**config.mk**
```make
export PLATFORM = sky130hd
export DESIGN_NAME = welford_running_variance
export DESIGN_NICKNAME = d
export VERILOG_FILES = /design/src/rtl/core/wrv_pkg.sv /design/src/rtl/core/wrv_div.sv /design/src/rtl/core/wrv_sqrt.sv /design/src/rtl/core/wrv_datapath.sv /design/src/rtl/core/wrv_ctrl.sv /design/src/rtl/core/welford_running_variance.sv
export SDC_FILE = /design/constraint.sdc
export NUM_CORES = 2
export LEC_CHECK = 0
export ABC_AREA = 1
export BUFFER_PORTS_ARGS = -buffer_cell sky130_fd_sc_hd__buf_2
export CELL_PAD_IN_SITES_DETAIL_PLACEMENT = 0
export CELL_PAD_IN_SITES_GLOBAL_PLACEMENT = 2
export CORE_AREA = 2 2 456 458
export DETAILED_ROUTE_END_ITERATION = 10
export DIE_AREA = 0 0 458 460
export GPL_ROUTABILITY_DRIVEN = 0
export PLACE_DENSITY_LB_ADDON = 0.05
export SETUP_SLACK_MARGIN = 0.5
export SLEW_MARGIN = 10
export SYNTH_ARGS = -nofsm -noshare
export SYNTH_HDL_FRONTEND = slang
export SYNTH_SLANG_ARGS = --single-unit
```
**constraint.sdc**
```tcl
create_clock -name aclk -period 19.3 [get_ports aclk]
set_clock_uncertainty 0.2 [all_clocks]
set_input_delay 2.895 -clock aclk [delete_from_list [all_inputs] [get_ports aclk]]
set_output_delay 2.895 -clock aclk [all_outputs]
set_load 0.05 [all_outputs]
```
**src/rtl/core/wrv_pkg.sv**
```systemverilog
// Types and constants for the running variance block
package wrv_pkg;

    localparam int COUNT_BITS  = 20;
    localparam int SAMPLE_BITS = 16;
    localparam int MEAN_W      = 33;
    localparam int DLT_W       = 34;
    localparam int HALF_W      = 17;
    localparam int PROD_W      = 68;
    localparam int INC_W       = 44;
    localparam int SQ_W        = 61;
    localparam int VAR_W       = 40;
    localparam int SD_W        = 24;
    localparam int RAD_W       = 48;
    localparam int FRAC_SHIFT  = 24;

    localparam logic [COUNT_BITS-1:0] CNT_MAX = '1;
    localparam logic [SQ_W-1:0]       SQ_MAX  = '1;
    localparam logic [VAR_W-1:0]      VAR_MAX = '1;

    typedef struct packed {
        logic signed [SAMPLE_BITS-1:0] sample;
        logic                          restart;
    } in_t;

    typedef struct packed {
        logic        [19:0]            total_count;
        logic signed [31:0]            mean_value;
        logic        [39:0]            pop_variance;
        logic        [39:0]            samp_variance;
        logic        [23:0]            std_dev;
        logic signed [SAMPLE_BITS-1:0] min_seen;
        logic signed [SAMPLE_BITS-1:0] max_seen;
        logic                          stats_valid;
        logic                          count_full;
    } out_t;

    typedef enum logic [3:0] {
        ST_IDLE,
        ST_CHECK,
        ST_DELTA,
        ST_MDIV,
        ST_DEV2,
        ST_MULLO,
        ST_MULHI,
        ST_ACCUM,
        ST_STATS,
        ST_POPW,
        ST_SAMPW,
        ST_SQW,
        ST_OUT
    } state_t;

    typedef struct packed {
        logic load;
        logic delta;
        logic mean_upd;
        logic dev2;
        logic mul_lo;
        logic mul_hi;
        logic accum;
        logic pop_start;
        logic pop_store;
        logic samp_store;
        logic sqrt_store;
        logic zero_stats;
        logic out_load;
    } cmd_t;

    typedef struct packed {
        logic upd;
        logic stats_ok;
        logic div_done;
        logic sqrt_done;
        logic out_free;
    } sts_t;

endpackage

```
**src/rtl/core/wrv_div.sv**
```systemverilog
// Restoring divider, one quotient bit per cycle
module wrv_div (
    input  logic                              aclk,
    input  logic                              aresetn,
    input  logic                              start,
    input  logic [wrv_pkg::SQ_W-1:0]          dividend,
    input  logic [wrv_pkg::COUNT_BITS-1:0]    divisor,
    output logic                              done,
    output logic [wrv_pkg::SQ_W-1:0]          quotient
);
    localparam int STEP_W = $clog2(wrv_pkg::SQ_W + 1);

    logic [wrv_pkg::SQ_W-1:0]       quo_reg, quo_next;
    logic [wrv_pkg::COUNT_BITS:0]   rem_reg, rem_next;
    logic [wrv_pkg::COUNT_BITS-1:0] dvs_reg, dvs_next;
    logic [STEP_W-1:0]              step_reg, step_next;
    logic                           done_reg, done_next;
    logic [wrv_pkg::COUNT_BITS:0]   part;
    logic [wrv_pkg::COUNT_BITS+1:0] trial;

    always_comb begin
        quo_next  = quo_reg;
        rem_next  = rem_reg;
        dvs_next  = dvs_reg;
        step_next = step_reg;
        done_next = 1'b0;
        part  = {rem_reg[wrv_pkg::COUNT_BITS-1:0], quo_reg[wrv_pkg::SQ_W-1]};
        trial = {1'b0, part} - {2'b00, dvs_reg};
        if (start) begin
            quo_next  = dividend;
            rem_next  = '0;
            dvs_next  = divisor;
            step_next = STEP_W'(wrv_pkg::SQ_W);
        end else if (step_reg != '0) begin
            if (!trial[wrv_pkg::COUNT_BITS+1]) begin
                rem_next = trial[wrv_pkg::COUNT_BITS:0];
                quo_next = {quo_reg[wrv_pkg::SQ_W-2:0], 1'b1};
            end else begin
                rem_next = part;
                quo_next = {quo_reg[wrv_pkg::SQ_W-2:0], 1'b0};
            end
            step_next = step_reg - 1'b1;
            done_next = (step_reg == STEP_W'(1));
        end
    end

    always_ff @(posedge aclk) begin
        if (!aresetn) begin
            step_reg <= '0;
            done_reg <= 1'b0;
        end else begin
            step_reg <= step_next;
            done_reg <= done_next;
        end
        quo_reg <= quo_next;
        rem_reg <= rem_next;
        dvs_reg <= dvs_next;
    end

    assign done     = done_reg;
    assign quotient = quo_reg;
endmodule

```
**src/rtl/core/wrv_sqrt.sv**
```systemverilog
// Integer square root, one result bit per cycle
module wrv_sqrt (
    input  logic                         aclk,
    input  logic                         aresetn,
    input  logic                         start,
    input  logic [wrv_pkg::RAD_W-1:0]    radicand,
    output logic                         done,
    output logic [wrv_pkg::SD_W-1:0]     root
);
    localparam int STEP_W = $clog2(wrv_pkg::SD_W + 1);
    localparam int REM_W  = wrv_pkg::SD_W + 3;

    logic [wrv_pkg::RAD_W-1:0] rad_reg, rad_next;
    logic [REM_W-1:0]          rem_reg, rem_next;
    logic [wrv_pkg::SD_W-1:0]  root_reg, root_next;
    logic [STEP_W-1:0]         step_reg, step_next;
    logic                      done_reg, done_next;
    logic [REM_W-1:0]          part;
    logic [REM_W-1:0]          trial;

    always_comb begin
        rad_next  = rad_reg;
        rem_next  = rem_reg;
        root_next = root_reg;
        step_next = step_reg;
        done_next = 1'b0;
        part  = {rem_reg[REM_W-3:0], rad_reg[wrv_pkg::RAD_W-1 -: 2]};
        trial = {1'b0, root_reg, 2'b01};
        if (start) begin
            rad_next  = radicand;
            rem_next  = '0;
            root_next = '0;
            step_next = STEP_W'(wrv_pkg::SD_W);
        end else if (step_reg != '0) begin
            rad_next = {rad_reg[wrv_pkg::RAD_W-3:0], 2'b00};
            if (part >= trial) begin
                rem_next  = part - trial;
                root_next = {root_reg[wrv_pkg::SD_W-2:0], 1'b1};
            end else begin
                rem_next  = part;
                root_next = {root_reg[wrv_pkg::SD_W-2:0], 1'b0};
            end
            step_next = step_reg - 1'b1;
            done_next = (step_reg == STEP_W'(1));
        end
    end

    always_ff @(posedge aclk) begin
        if (!aresetn) begin
            step_reg <= '0;
            done_reg <= 1'b0;
        end else begin
            step_reg <= step_next;
            done_reg <= done_next;
        end
        rad_reg  <= rad_next;
        rem_reg  <= rem_next;
        root_reg <= root_next;
    end

    assign done = done_reg;
    assign root = root_reg;
endmodule

```
**src/rtl/core/wrv_datapath.sv**
```systemverilog
// Statistics registers, multiplier steps, shared divider and root unit
module wrv_datapath (
    input  logic            aclk,
    input  logic            aresetn,
    input  wrv_pkg::in_t    s_payload,
    input  logic            m_ready,
    input  wrv_pkg::cmd_t   cmd,
    output wrv_pkg::sts_t   sts,
    output logic            m_valid,
    output wrv_pkg::out_t   m_payload
);
    logic [wrv_pkg::COUNT_BITS-1:0]   cnt_reg, cnt_next;
    logic signed [wrv_pkg::MEAN_W-1:0] mean_reg, mean_next;
    logic [wrv_pkg::SQ_W-1:0]         sq_reg, sq_next;
    logic signed [wrv_pkg::SAMPLE_BITS-1:0] lo_reg, lo_next, hi_reg, hi_next;
    logic                             full_reg, full_next;
    logic                             upd_reg, upd_next;
    logic signed [wrv_pkg::SAMPLE_BITS-1:0] x_reg, x_next;
    logic [wrv_pkg::DLT_W-1:0]        dmag_reg, dmag_next, d2mag_reg, d2mag_next;
    logic                             dneg_reg, dneg_next;
    logic [wrv_pkg::PROD_W-1:0]       prod_reg, prod_next;
    logic [wrv_pkg::VAR_W-1:0]        pop_reg, pop_next, samp_reg, samp_next;
    logic [wrv_pkg::SD_W-1:0]         sd_reg, sd_next;
    logic                             mvld_reg, mvld_next;
    wrv_pkg::out_t                    out_reg, out_next;

    logic [wrv_pkg::COUNT_BITS-1:0]   cnt_eff;
    logic signed [wrv_pkg::DLT_W-1:0] xq, diff;
    logic [wrv_pkg::SQ_W:0]           sq_sum;
    logic                             div_start, div_done, sqrt_done;
    logic [wrv_pkg::SQ_W-1:0]         div_a, quo;
    logic [wrv_pkg::COUNT_BITS-1:0]   div_b;
    logic [wrv_pkg::VAR_W-1:0]        quo_sat;
    logic [wrv_pkg::SD_W-1:0]         root;
    logic [wrv_pkg::MEAN_W-1:0]       q_ext;

    assign xq      = {{(wrv_pkg::DLT_W-wrv_pkg::SAMPLE_BITS-16){x_reg[wrv_pkg::SAMPLE_BITS-1]}},
                      x_reg, 16'h0000};
    assign diff    = xq - {mean_reg[wrv_pkg::MEAN_W-1], mean_reg};
    assign cnt_eff = s_payload.restart ? '0 : cnt_reg;
    assign quo_sat = (quo[wrv_pkg::SQ_W-1:wrv_pkg::VAR_W] != '0) ? wrv_pkg::VAR_MAX
                                                                 : quo[wrv_pkg::VAR_W-1:0];
    assign q_ext   = quo[wrv_pkg::MEAN_W-1:0];
    assign sq_sum  = {1'b0, sq_reg}
                   + {{(wrv_pkg::SQ_W+1-wrv_pkg::INC_W){1'b0}},
                      prod_reg[wrv_pkg::PROD_W-1:wrv_pkg::FRAC_SHIFT]};

    assign div_start = cmd.delta | cmd.pop_start | cmd.pop_store;

    always_comb begin
        if (cmd.delta) begin
            div_a = {{(wrv_pkg::SQ_W-wrv_pkg::DLT_W){1'b0}},
                     diff[wrv_pkg::DLT_W-1] ? -diff : diff};
            div_b = cnt_reg + 1'b1;
        end else if (cmd.pop_start) begin
            div_a = sq_reg;
            div_b = cnt_reg;
        end else begin
            div_a = sq_reg;
            div_b = cnt_reg - 1'b1;
        end
    end

    wrv_div u_div (
        .aclk     (aclk),
        .aresetn  (aresetn),
        .start    (div_start),
        .dividend (div_a),
        .divisor  (div_b),
        .done     (div_done),
        .quotient (quo)
    );

    wrv_sqrt u_sqrt (
        .aclk     (aclk),
        .aresetn  (aresetn),
        .start    (cmd.samp_store),
        .radicand ({quo_sat, 8'h00}),
        .done     (sqrt_done),
        .root     (root)
    );

    always_comb begin
        cnt_next   = cnt_reg;
        mean_next  = mean_reg;
        sq_next    = sq_reg;
        lo_next    = lo_reg;
        hi_next    = hi_reg;
        full_next  = full_reg;
        upd_next   = upd_reg;
        x_next     = x_reg;
        dmag_next  = dmag_reg;
        dneg_next  = dneg_reg;
        d2mag_next = d2mag_reg;
        prod_next  = prod_reg;
        pop_next   = pop_reg;
        samp_next  = samp_reg;
        sd_next    = sd_reg;
        mvld_next  = mvld_reg & ~m_ready;
        out_next   = out_reg;

        if (cmd.load) begin
            x_next   = s_payload.sample;
            upd_next = (cnt_eff != wrv_pkg::CNT_MAX);
            if (s_payload.restart) begin
                cnt_next  = '0;
                mean_next = '0;
                sq_next   = '0;
                full_next = 1'b0;
            end
            if (cnt_eff == wrv_pkg::CNT_MAX) begin
                full_next = 1'b1;
            end
        end
        if (cmd.delta) begin
            dneg_next = diff[wrv_pkg::DLT_W-1];
            dmag_next = diff[wrv_pkg::DLT_W-1] ? -diff : diff;
        end
        if (cmd.mean_upd) begin
            mean_next = dneg_reg ? mean_reg - $signed(q_ext) : mean_reg + $signed(q_ext);
        end
        if (cmd.dev2) begin
            d2mag_next = diff[wrv_pkg::DLT_W-1] ? -diff : diff;
        end
        if (cmd.mul_lo) begin
            prod_next = wrv_pkg::PROD_W'(dmag_reg * d2mag_reg[wrv_pkg::HALF_W-1:0]);
        end
        if (cmd.mul_hi) begin
            prod_next = prod_reg
                      + (wrv_pkg::PROD_W'(dmag_reg * d2mag_reg[wrv_pkg::DLT_W-1:wrv_pkg::HALF_W])
                         << wrv_pkg::HALF_W);
        end
        if (cmd.accum) begin
            sq_next  = sq_sum[wrv_pkg::SQ_W] ? wrv_pkg::SQ_MAX : sq_sum[wrv_pkg::SQ_W-1:0];
            cnt_next = cnt_reg + 1'b1;
            if (cnt_reg == '0) begin
                lo_next = x_reg;
                hi_next = x_reg;
            end else begin
                if (x_reg < lo_reg) lo_next = x_reg;
                if (x_reg > hi_reg) hi_next = x_reg;
            end
        end
        if (cmd.pop_store)  pop_next  = quo_sat;
        if (cmd.samp_store) samp_next = quo_sat;
        if (cmd.sqrt_store) sd_next   = root;
        if (cmd.zero_stats) begin
            pop_next  = '0;
            samp_next = '0;
            sd_next   = '0;
        end
        if (cmd.out_load) begin
            mvld_next             = 1'b1;
            out_next.total_count   = cnt_reg;
            out_next.mean_value    = mean_reg[31:0];
            out_next.pop_variance  = pop_reg;
            out_next.samp_variance = samp_reg;
            out_next.std_dev       = sd_reg;
            out_next.min_seen      = lo_reg;
            out_next.max_seen      = hi_reg;
            out_next.stats_valid   = (cnt_reg >= 2);
            out_next.count_full    = full_reg;
        end
    end

    always_ff @(posedge aclk) begin
        if (!aresetn) begin
            cnt_reg  <= '0;
            mean_reg <= '0;
            sq_reg   <= '0;
            lo_reg   <= '0;
            hi_reg   <= '0;
            full_reg <= 1'b0;
            mvld_reg <= 1'b0;
        end else begin
            cnt_reg  <= cnt_next;
            mean_reg <= mean_next;
            sq_reg   <= sq_next;
            lo_reg   <= lo_next;
            hi_reg   <= hi_next;
            full_reg <= full_next;
            mvld_reg <= mvld_next;
        end
        upd_reg   <= upd_next;
        x_reg     <= x_next;
        dmag_reg  <= dmag_next;
        dneg_reg  <= dneg_next;
        d2mag_reg <= d2mag_next;
        prod_reg  <= prod_next;
        pop_reg   <= pop_next;
        samp_reg  <= samp_next;
        sd_reg    <= sd_next;
        out_reg   <= out_next;
    end

    assign sts.upd       = upd_reg;
    assign sts.stats_ok  = (cnt_reg >= 2);
    assign sts.div_done  = div_done;
    assign sts.sqrt_done = sqrt_done;
    assign sts.out_free  = ~mvld_reg | m_ready;
    assign m_valid       = mvld_reg;
    assign m_payload     = out_reg;
endmodule

```
**src/rtl/core/wrv_ctrl.sv**
```systemverilog
// Sequencer for one sample: update unless the count is full, then divide, divide and root once the count is two or more
module wrv_ctrl (
    input  logic           aclk,
    input  logic           aresetn,
    input  logic           s_valid,
    output logic           s_ready,
    input  wrv_pkg::sts_t  sts,
    output wrv_pkg::cmd_t  cmd
);
    wrv_pkg::state_t state_reg, state_next;

    always_ff @(posedge aclk) begin
        if (!aresetn) begin
            state_reg <= wrv_pkg::ST_IDLE;
        end else begin
            state_reg <= state_next;
        end
    end

    always_comb begin
        state_next = state_reg;
        cmd        = '0;
        s_ready    = 1'b0;
        unique case (state_reg)
            wrv_pkg::ST_IDLE: begin
                s_ready = 1'b1;
                if (s_valid) begin
                    cmd.load   = 1'b1;
                    state_next = wrv_pkg::ST_CHECK;
                end
            end
            wrv_pkg::ST_CHECK: begin
                // drop the sample when the count is full
                state_next = sts.upd ? wrv_pkg::ST_DELTA : wrv_pkg::ST_STATS;
            end
            wrv_pkg::ST_DELTA: begin
                cmd.delta  = 1'b1;
                state_next = wrv_pkg::ST_MDIV;
            end
            wrv_pkg::ST_MDIV: begin
                if (sts.div_done) begin
                    cmd.mean_upd = 1'b1;
                    state_next   = wrv_pkg::ST_DEV2;
                end
            end
            wrv_pkg::ST_DEV2: begin
                cmd.dev2   = 1'b1;
                state_next = wrv_pkg::ST_MULLO;
            end
            wrv_pkg::ST_MULLO: begin
                cmd.mul_lo = 1'b1;
                state_next = wrv_pkg::ST_MULHI;
            end
            wrv_pkg::ST_MULHI: begin
                cmd.mul_hi = 1'b1;
                state_next = wrv_pkg::ST_ACCUM;
            end
            wrv_pkg::ST_ACCUM: begin
                cmd.accum  = 1'b1;
                state_next = wrv_pkg::ST_STATS;
            end
            wrv_pkg::ST_STATS: begin
                if (sts.stats_ok) begin
                    cmd.pop_start = 1'b1;
                    state_next    = wrv_pkg::ST_POPW;
                end else begin
                    cmd.zero_stats = 1'b1;
                    state_next     = wrv_pkg::ST_OUT;
                end
            end
            wrv_pkg::ST_POPW: begin
                // pop_store also launches the sample-variance divide
                if (sts.div_done) begin
                    cmd.pop_store = 1'b1;
                    state_next    = wrv_pkg::ST_SAMPW;
                end
            end
            wrv_pkg::ST_SAMPW: begin
                // samp_store also launches the root
                if (sts.div_done) begin
                    cmd.samp_store = 1'b1;
                    state_next     = wrv_pkg::ST_SQW;
                end
            end
            wrv_pkg::ST_SQW: begin
                if (sts.sqrt_done) begin
                    cmd.sqrt_store = 1'b1;
                    state_next     = wrv_pkg::ST_OUT;
                end
            end
            wrv_pkg::ST_OUT: begin
                if (sts.out_free) begin
                    cmd.out_load = 1'b1;
                    state_next   = wrv_pkg::ST_IDLE;
                end
            end
            default: begin
                state_next = wrv_pkg::ST_IDLE;
            end
        endcase
    end
endmodule

```
**src/rtl/core/welford_running_variance.sv**
```systemverilog
// Each sample runs the update (a divide on the shared divider) and, once the count is two
// or more, two more divides and a root; a sample dropped on a full count skips the update.
// One sample is in work at a time; the next beat is taken after the result enters the
// output register, which holds until taken.
// Reset (aresetn low, synchronous) clears count, mean, M2, min, max and the full flag.
module welford_running_variance (
    input  logic           aclk,
    input  logic           aresetn,
    input  logic           s_valid,
    output logic           s_ready,
    input  wrv_pkg::in_t   s_payload,
    output logic           m_valid,
    input  logic           m_ready,
    output wrv_pkg::out_t  m_payload
);
    wrv_pkg::cmd_t cmd;
    wrv_pkg::sts_t sts;

    wrv_ctrl u_ctrl (
        .aclk    (aclk),
        .aresetn (aresetn),
        .s_valid (s_valid),
        .s_ready (s_ready),
        .sts     (sts),
        .cmd     (cmd)
    );

    wrv_datapath u_dp (
        .aclk      (aclk),
        .aresetn   (aresetn),
        .s_payload (s_payload),
        .m_ready   (m_ready),
        .cmd       (cmd),
        .sts       (sts),
        .m_valid   (m_valid),
        .m_payload (m_payload)
    );
endmodule

```
After elaboration in Yosys (flattened, before gate mapping)

Cells that the tools add are included.

Logic and storage cells: 178
Output and inout bits: 192
Memory bits (read-only): 0
Memories kept: 0
Bits in latches: 0
Bits in registers: 803
RAM bits: 0
Input port bits: 21

Shift-type cells: 0
Eq/ne operators: 22
Reductions and logical operators: 25
Multiplexer cells: 66
$add $sub $neg: 12
Bitwise gates (word level): 9
Divide/modulo/power cells: 0
$lt $le $gt $ge: 4
Multipliers: 2

Operator list:

| cell                  | count |
|---|---|
| $mux 61               | 7 |
| $mux 68               | 2 |
| $mux 33               | 4 |
| $mux 20               | 6 |
| $mul 34x17->51        | 2 |
| $mux 48               | 2 |
| $add 68x68->68        | 1 |
| $mux 16               | 4 |
| $add 61x44->62        | 1 |
| $pmux 4 s13           | 1 |
| $mux 40               | 1 |
| $mux 34               | 1 |
| $neg 34->34           | 1 |
| $sub 32x33->34        | 1 |
| $add 33x33->33        | 1 |
| $sub 33x33->33        | 1 |
| $mux 4                | 7 |
| $ge 27x26->1          | 1 |
| $mux 1                | 25 |
| $mux 25               | 1 |
| $sub 25x25->25        | 1 |
| $sub 21x20->22        | 1 |
| $reduce_bool 21->1    | 1 |
| $add 20x1->20 const B | 1 |
| other kinds (31)      | 66 |

Depth between registers and ports, before layout

Depth in word-level cells: 6
Mapped depth: 43
Mapped depth without buffers: 41

Cells and area by module

From an unflattened synthesis, not the netlist that was laid out.

Cells, all modules: 11,212
Area total of the unflattened synthesis: 84,574.9 um2

Modules (own cells, without submodules):

| module       | times used | cells each | area each (um2) | sequential area each (um2) |
|---|---|---|---|---|
| wrv_datapath | 1          | 9,469      | 71,821.4        | 14,864.3 |
| wrv_sqrt     | 1          | 874        | 6,277.3         | 2,542.4 |
| wrv_div      | 1          | 789        | 6,045.8         | 2,972.9 |
| wrv_ctrl     | 1          | 80         | 430.4           | 80.1 |

Worst setup path after synthesis

OpenSTA, ideal clock, no wires.

Kind: input to register
Start point: in m_ready
End point: reg u_dp.out_reg (netlist bit u_dp.m_payload[0]), enable pin
Stages: 2
Data required time: 18.295 ns
Buffers on the path: 0
Path slack: 6.208 ns
Setup time: 0.805 ns
Arrival: 12.087 ns
Path through: inv_1 -> a21oi_1

RTL lines:

| element              | line                           | source |
|---|---|---|
| start, declared      | welford_running_variance.sv:13 | `input logic m_ready,` |
| end signal, assigned | wrv_datapath.sv:193            | `out_reg <= out_next;` |
| end, declared        | wrv_datapath.sv:25             | `wrv_pkg::out_t out_reg, out_next;` |

Worst setup path after layout

Start point: reg u_dp.dmag_reg[7] (netlist bit)
End point: reg u_dp.prod_reg[49] (netlist bit), data pin

Longest elaborated chain between the ends: 3
Elaborated cells between the ends (all ways): 5
Those cells by class: 1 x add/sub; 2 x mul; 2 x mux

RTL lines:

| element                                   | line                                     | source |
|---|---|---|
| start, declared                           | wrv_datapath.sv:19                       | `logic [wrv_pkg::DLT_W-1:0] dmag_reg, dmag_next, d2mag_reg, d2mag_next;` |
| start signal, assigned                    | wrv_datapath.sv:186                      | `dmag_reg <= dmag_next;` |
| $mul 34x17->51, on equally long branches  | wrv_datapath.sv:130, wrv_datapath.sv:126 |  |
| $add 68x68->68 or $mux 68 (tied branches) | wrv_datapath.sv:130, wrv_datapath.sv:125 |  |
| $mux 68 (*)                               | wrv_datapath.sv:128                      | `if (cmd.mul_hi) begin` |
| named net u_dp.prod_next, one bit         | wrv_datapath.sv:21                       | `logic [wrv_pkg::PROD_W-1:0] prod_reg, prod_next;` |
| end signal, assigned                      | wrv_datapath.sv:189                      | `prod_reg <= prod_next;` |
| end, declared                             | wrv_datapath.sv:21                       |  |

Mark *: on every way through the listed nets, which the timed path passes. The rest lies on a longest branch. The select of a mux whose other input is x is not followed.
A chain may end at the register's enable or synchronous reset.

==> metrics.md <==
| Metric | Value |
|---|---|
| Outcome | `finished, final reports clean` |
| Critical path class | `flip-flop to flip-flop` |
| Via count | `69.5k` |
| Nets | `~12k` |
| CTS Buf Count | `93` |
| Mux share of post-synthesis cell area | `0%` |
| Largest family of logic cells by synthesized area | `adder cells` |
| Crit path required time | `between 15000 and 20000 ps` |
| HP Start | `u_dp.samp_reg[2]` |
| WP buf/inv | `10` |
| Setup-failing EPs final | `0` |
| Final Hold Slack | `roughly 220 ps` |
| Slew Limit Fails | `0` |
| CTS tree | `yes` |
| CTS Buffer Depth | `3` |
| Met1 usage | `about two fifths` |
| Slowest cell on the critical path | `fa_1` |
| Largest net degree at the start of global routing | `between 80 and 90` |
| PostCTS Resize Cnt | `0` |
| Async S/R FF share, synth | `0%` |
| Max reg flops | `190` |
| Routed vias/inst | `a little over 5` |
| Tightest Pin Transition | `1170 ps` |
| Cells after synthesis | `approximately 11k` |
| Vert. Die Dim | `roughly 460 um` |
| Slowest stage delay, CP | `between 500 and 600 ps` |
| CTS sink count | `between 700 and 800` |
| Met3 Use GR | `a little under 3%` |
| Die width | `about 460 um` |
| Final wirelength | `283 mm` |
| Net Count, Synth | `12.1k` |
| Post-Syn Area per Cell | `just under 8 sq um` |
| TNS Setup | `0 ps` |
| Hold Buf Count CTS | `0` |
| Hold Crit Class | `flip-flop to flip-flop` |
| Flops & latches, synth | `between 700 and 800` |
| Starting density of the core | `between 30% and 40%` |
| Vias in the first global route | `70.2k` |
| Worst path arrival time | `roughly 9400 ps` |
| Most Crowded Layer GR | `met2` |
| Non-Filler Instances | `roughly 13k` |
| Post-synthesis sequential area ratio | `24.7%` |
| Remaining Overflow, GRT | `0` |
| Die footprint | `around 210000 sq um` |
| Ys flop type | `edfxtp_1` |
| Crit Reg-Reg Startpoint | `u_dp.dmag_reg[7]` |
| GRT Overall Usage | `27.1%` |
| DRT Pass-1 Iters | `8` |
| Worst setup SP type | `flip-flop` |
| Synth Area in Simple Gates | `20.0%` |
| Area Overhead vs Synth | `8.36%` |
| Final hold vios | `0` |
| Syn. warnings | `0` |
| Placed instance area | `around 86000 sq um` |
| Met2 Usage GRT | `43.6%` |
| CTS Root Cell | `clkbuf_16` |
| H-tree depth | `3` |
| RSZ-0062 raised after global routing | `false` |
| EDFF count, synth | `448` |
| Top Ports | `around 210` |
| Iter 0 DRT Violations | `between 5k and 6k` |
| Synth Cell Area | `a little over 80000 sq um` |
| Final non-filler cell area | `about 89000 sq um` |
| Worst Path Max Fanout | `34` |
| Clk_lat worst skew | `around 750 ps` |
| First-pass GRT wire length | `between 400 and 500 mm` |
| Max Fclk | `between 100 and 150 MHz` |
| Synth cell types | `66` |
| Share of layout cells above drive strength 1 | `5.32%` |
| ANT nets after route | `0` |
| Max cap viols | `0` |
| Cell Rows | `between 150 and 200` |
| Core box area | `slightly above 200000 sq um` |
| Adder-cell share of the synthesized area | `30.8%` |
| Average wire per standard cell | `roughly 21 um` |
| Xor/xnor share of the synthesized area | `under 10%` |
| Antenna violations before repair | `6` |
| Setup bufs post-CTS | `0` |
| Slew margin rel. | `between 20 and 25%` |
| CP startpoint | `u_dp.dmag_reg[7]` |
| Dpl hpwl | `221 mm` |
| Placed cells | `roughly 13k` |
| Final Cycle Share | `between 40% and 50%` |
| Residual DRC | `0` |
| Compound-gate portion of the synthesized area | `just over 10%` |
| Clock Pin Slew Worst Setup and Hold Paths | `around 70 ps` |
| Worst Setup End Kind | `flip-flop` |
| Number of port buffers | `212` |
| Most frequent CP cell | `inv_1` |
| Post-route minimum period | `~9000 ps` |
| Crit-path leading delay family | `adder cells` |
-- Yosys cell counts (25+ instances only) --
cell | instances | area share [%]
o21ai_0 | 530 | 3.2
fa_1 | 960 | 23
xnor2_1 | 58 | 0.62
a21o_1 | 37 | 0.34
edfxtp_1 | 448 | 16
nor3_1 | 62 | 0.38
xor2_1 | 159 | 1.7
o211ai_1 | 30 | 0.27
nand2_1 | 2754 | 13
nand3_1 | 357 | 2.2
o21a_1 | 33 | 0.30
a21oi_1 | 679 | 4.1
nor4_1 | 38 | 0.29
nand4_1 | 56 | 0.43
ha_1 | 483 | 7.4
dfxtp_1 | 338 | 8.2
nor2_1 | 674 | 3.1
nand3b_1 | 25 | 0.23
inv_1 | 2166 | 9.9
or2_2 | 28 | 0.21
a31oi_1 | 85 | 0.65
clkbuf_1 | 402 | 1.8
o22ai_1 | 39 | 0.30
-- layout make-up --
class                   count  area, sq um
fillers                 21300       117000
multi-input cells        7245        52000
diodes                      1         2.50
flip-flops and latches    786        20200
repair buffers            319         1860
clock inverters            57          716
well taps                2704         3380
clock buffers             119         2520
inverters                2175         8170
-- layer usage --
layer | up-vias | wire (um)
li1 | 32900 | -
met5 | - | 28
met2 | 1749 | 128000
met4 | 4 | 8560
met3 | 320 | 14600
met1 | 34500 | 132000
-- logic make-up after synthesis --
| group | count (synthesis) |
|---|---|
| AO/OA/AOI/OAI | 1533 |
| XOR/XNOR | 220 |
| adder cells (fa/ha/maj) | 1443 |
| buffers and inverters | 2616 |
| flip-flops | 786 |
| AND/OR/NAND/NOR | 4049 |
-- worst reg2reg max path: cells and delay by family (launching register included) --
family                     cells  cell delay, ps
AOI/OAI and AO/OA              7            1790
xor gates and xnor gates       1             390
adders and majority gates      8            3780
buffers and inverters         10            1000
DFF                            1             320
and+or+nand+nor                7            1490
-- final timing paths --
path                              to  slack (ps)  cells past startpoint
setup / recovery   u_dp.prod_reg[49]       10130                     33
hold / removal    u_dp.m_payload[60]         220                      0
setup reg to reg   u_dp.prod_reg[49]       10130                     33
hold reg to reg   u_dp.m_payload[60]         220                      0
-- metrics by stage --
step	util (%)	setup slack [ps]
floorplan	-	6210
global route	43.1	9780
detailed placement	41.6	10250
CTS	43.1	10240
global placement	41.6	10160
finish	43.1	10130
-- placed cells by master (no fill, tap or decap), drive strengths merged, types with 319 or more instances in the layout --
cell | netlist | final
nand2 | 2770 | 2770
inv | 2172 | 2181
fa | 960 | 960
nor2 | 691 | 691
a21oi | 680 | 680
o21ai | 543 | 543
ha | 483 | 483
edfxtp | 448 | 448
nand3 | 362 | 362
dfxtp | 338 | 338
buf | 39 | 319
Power is not shown: default switching activity piles up to over one toggle a cycle in this logic, so the estimate is an artifact.
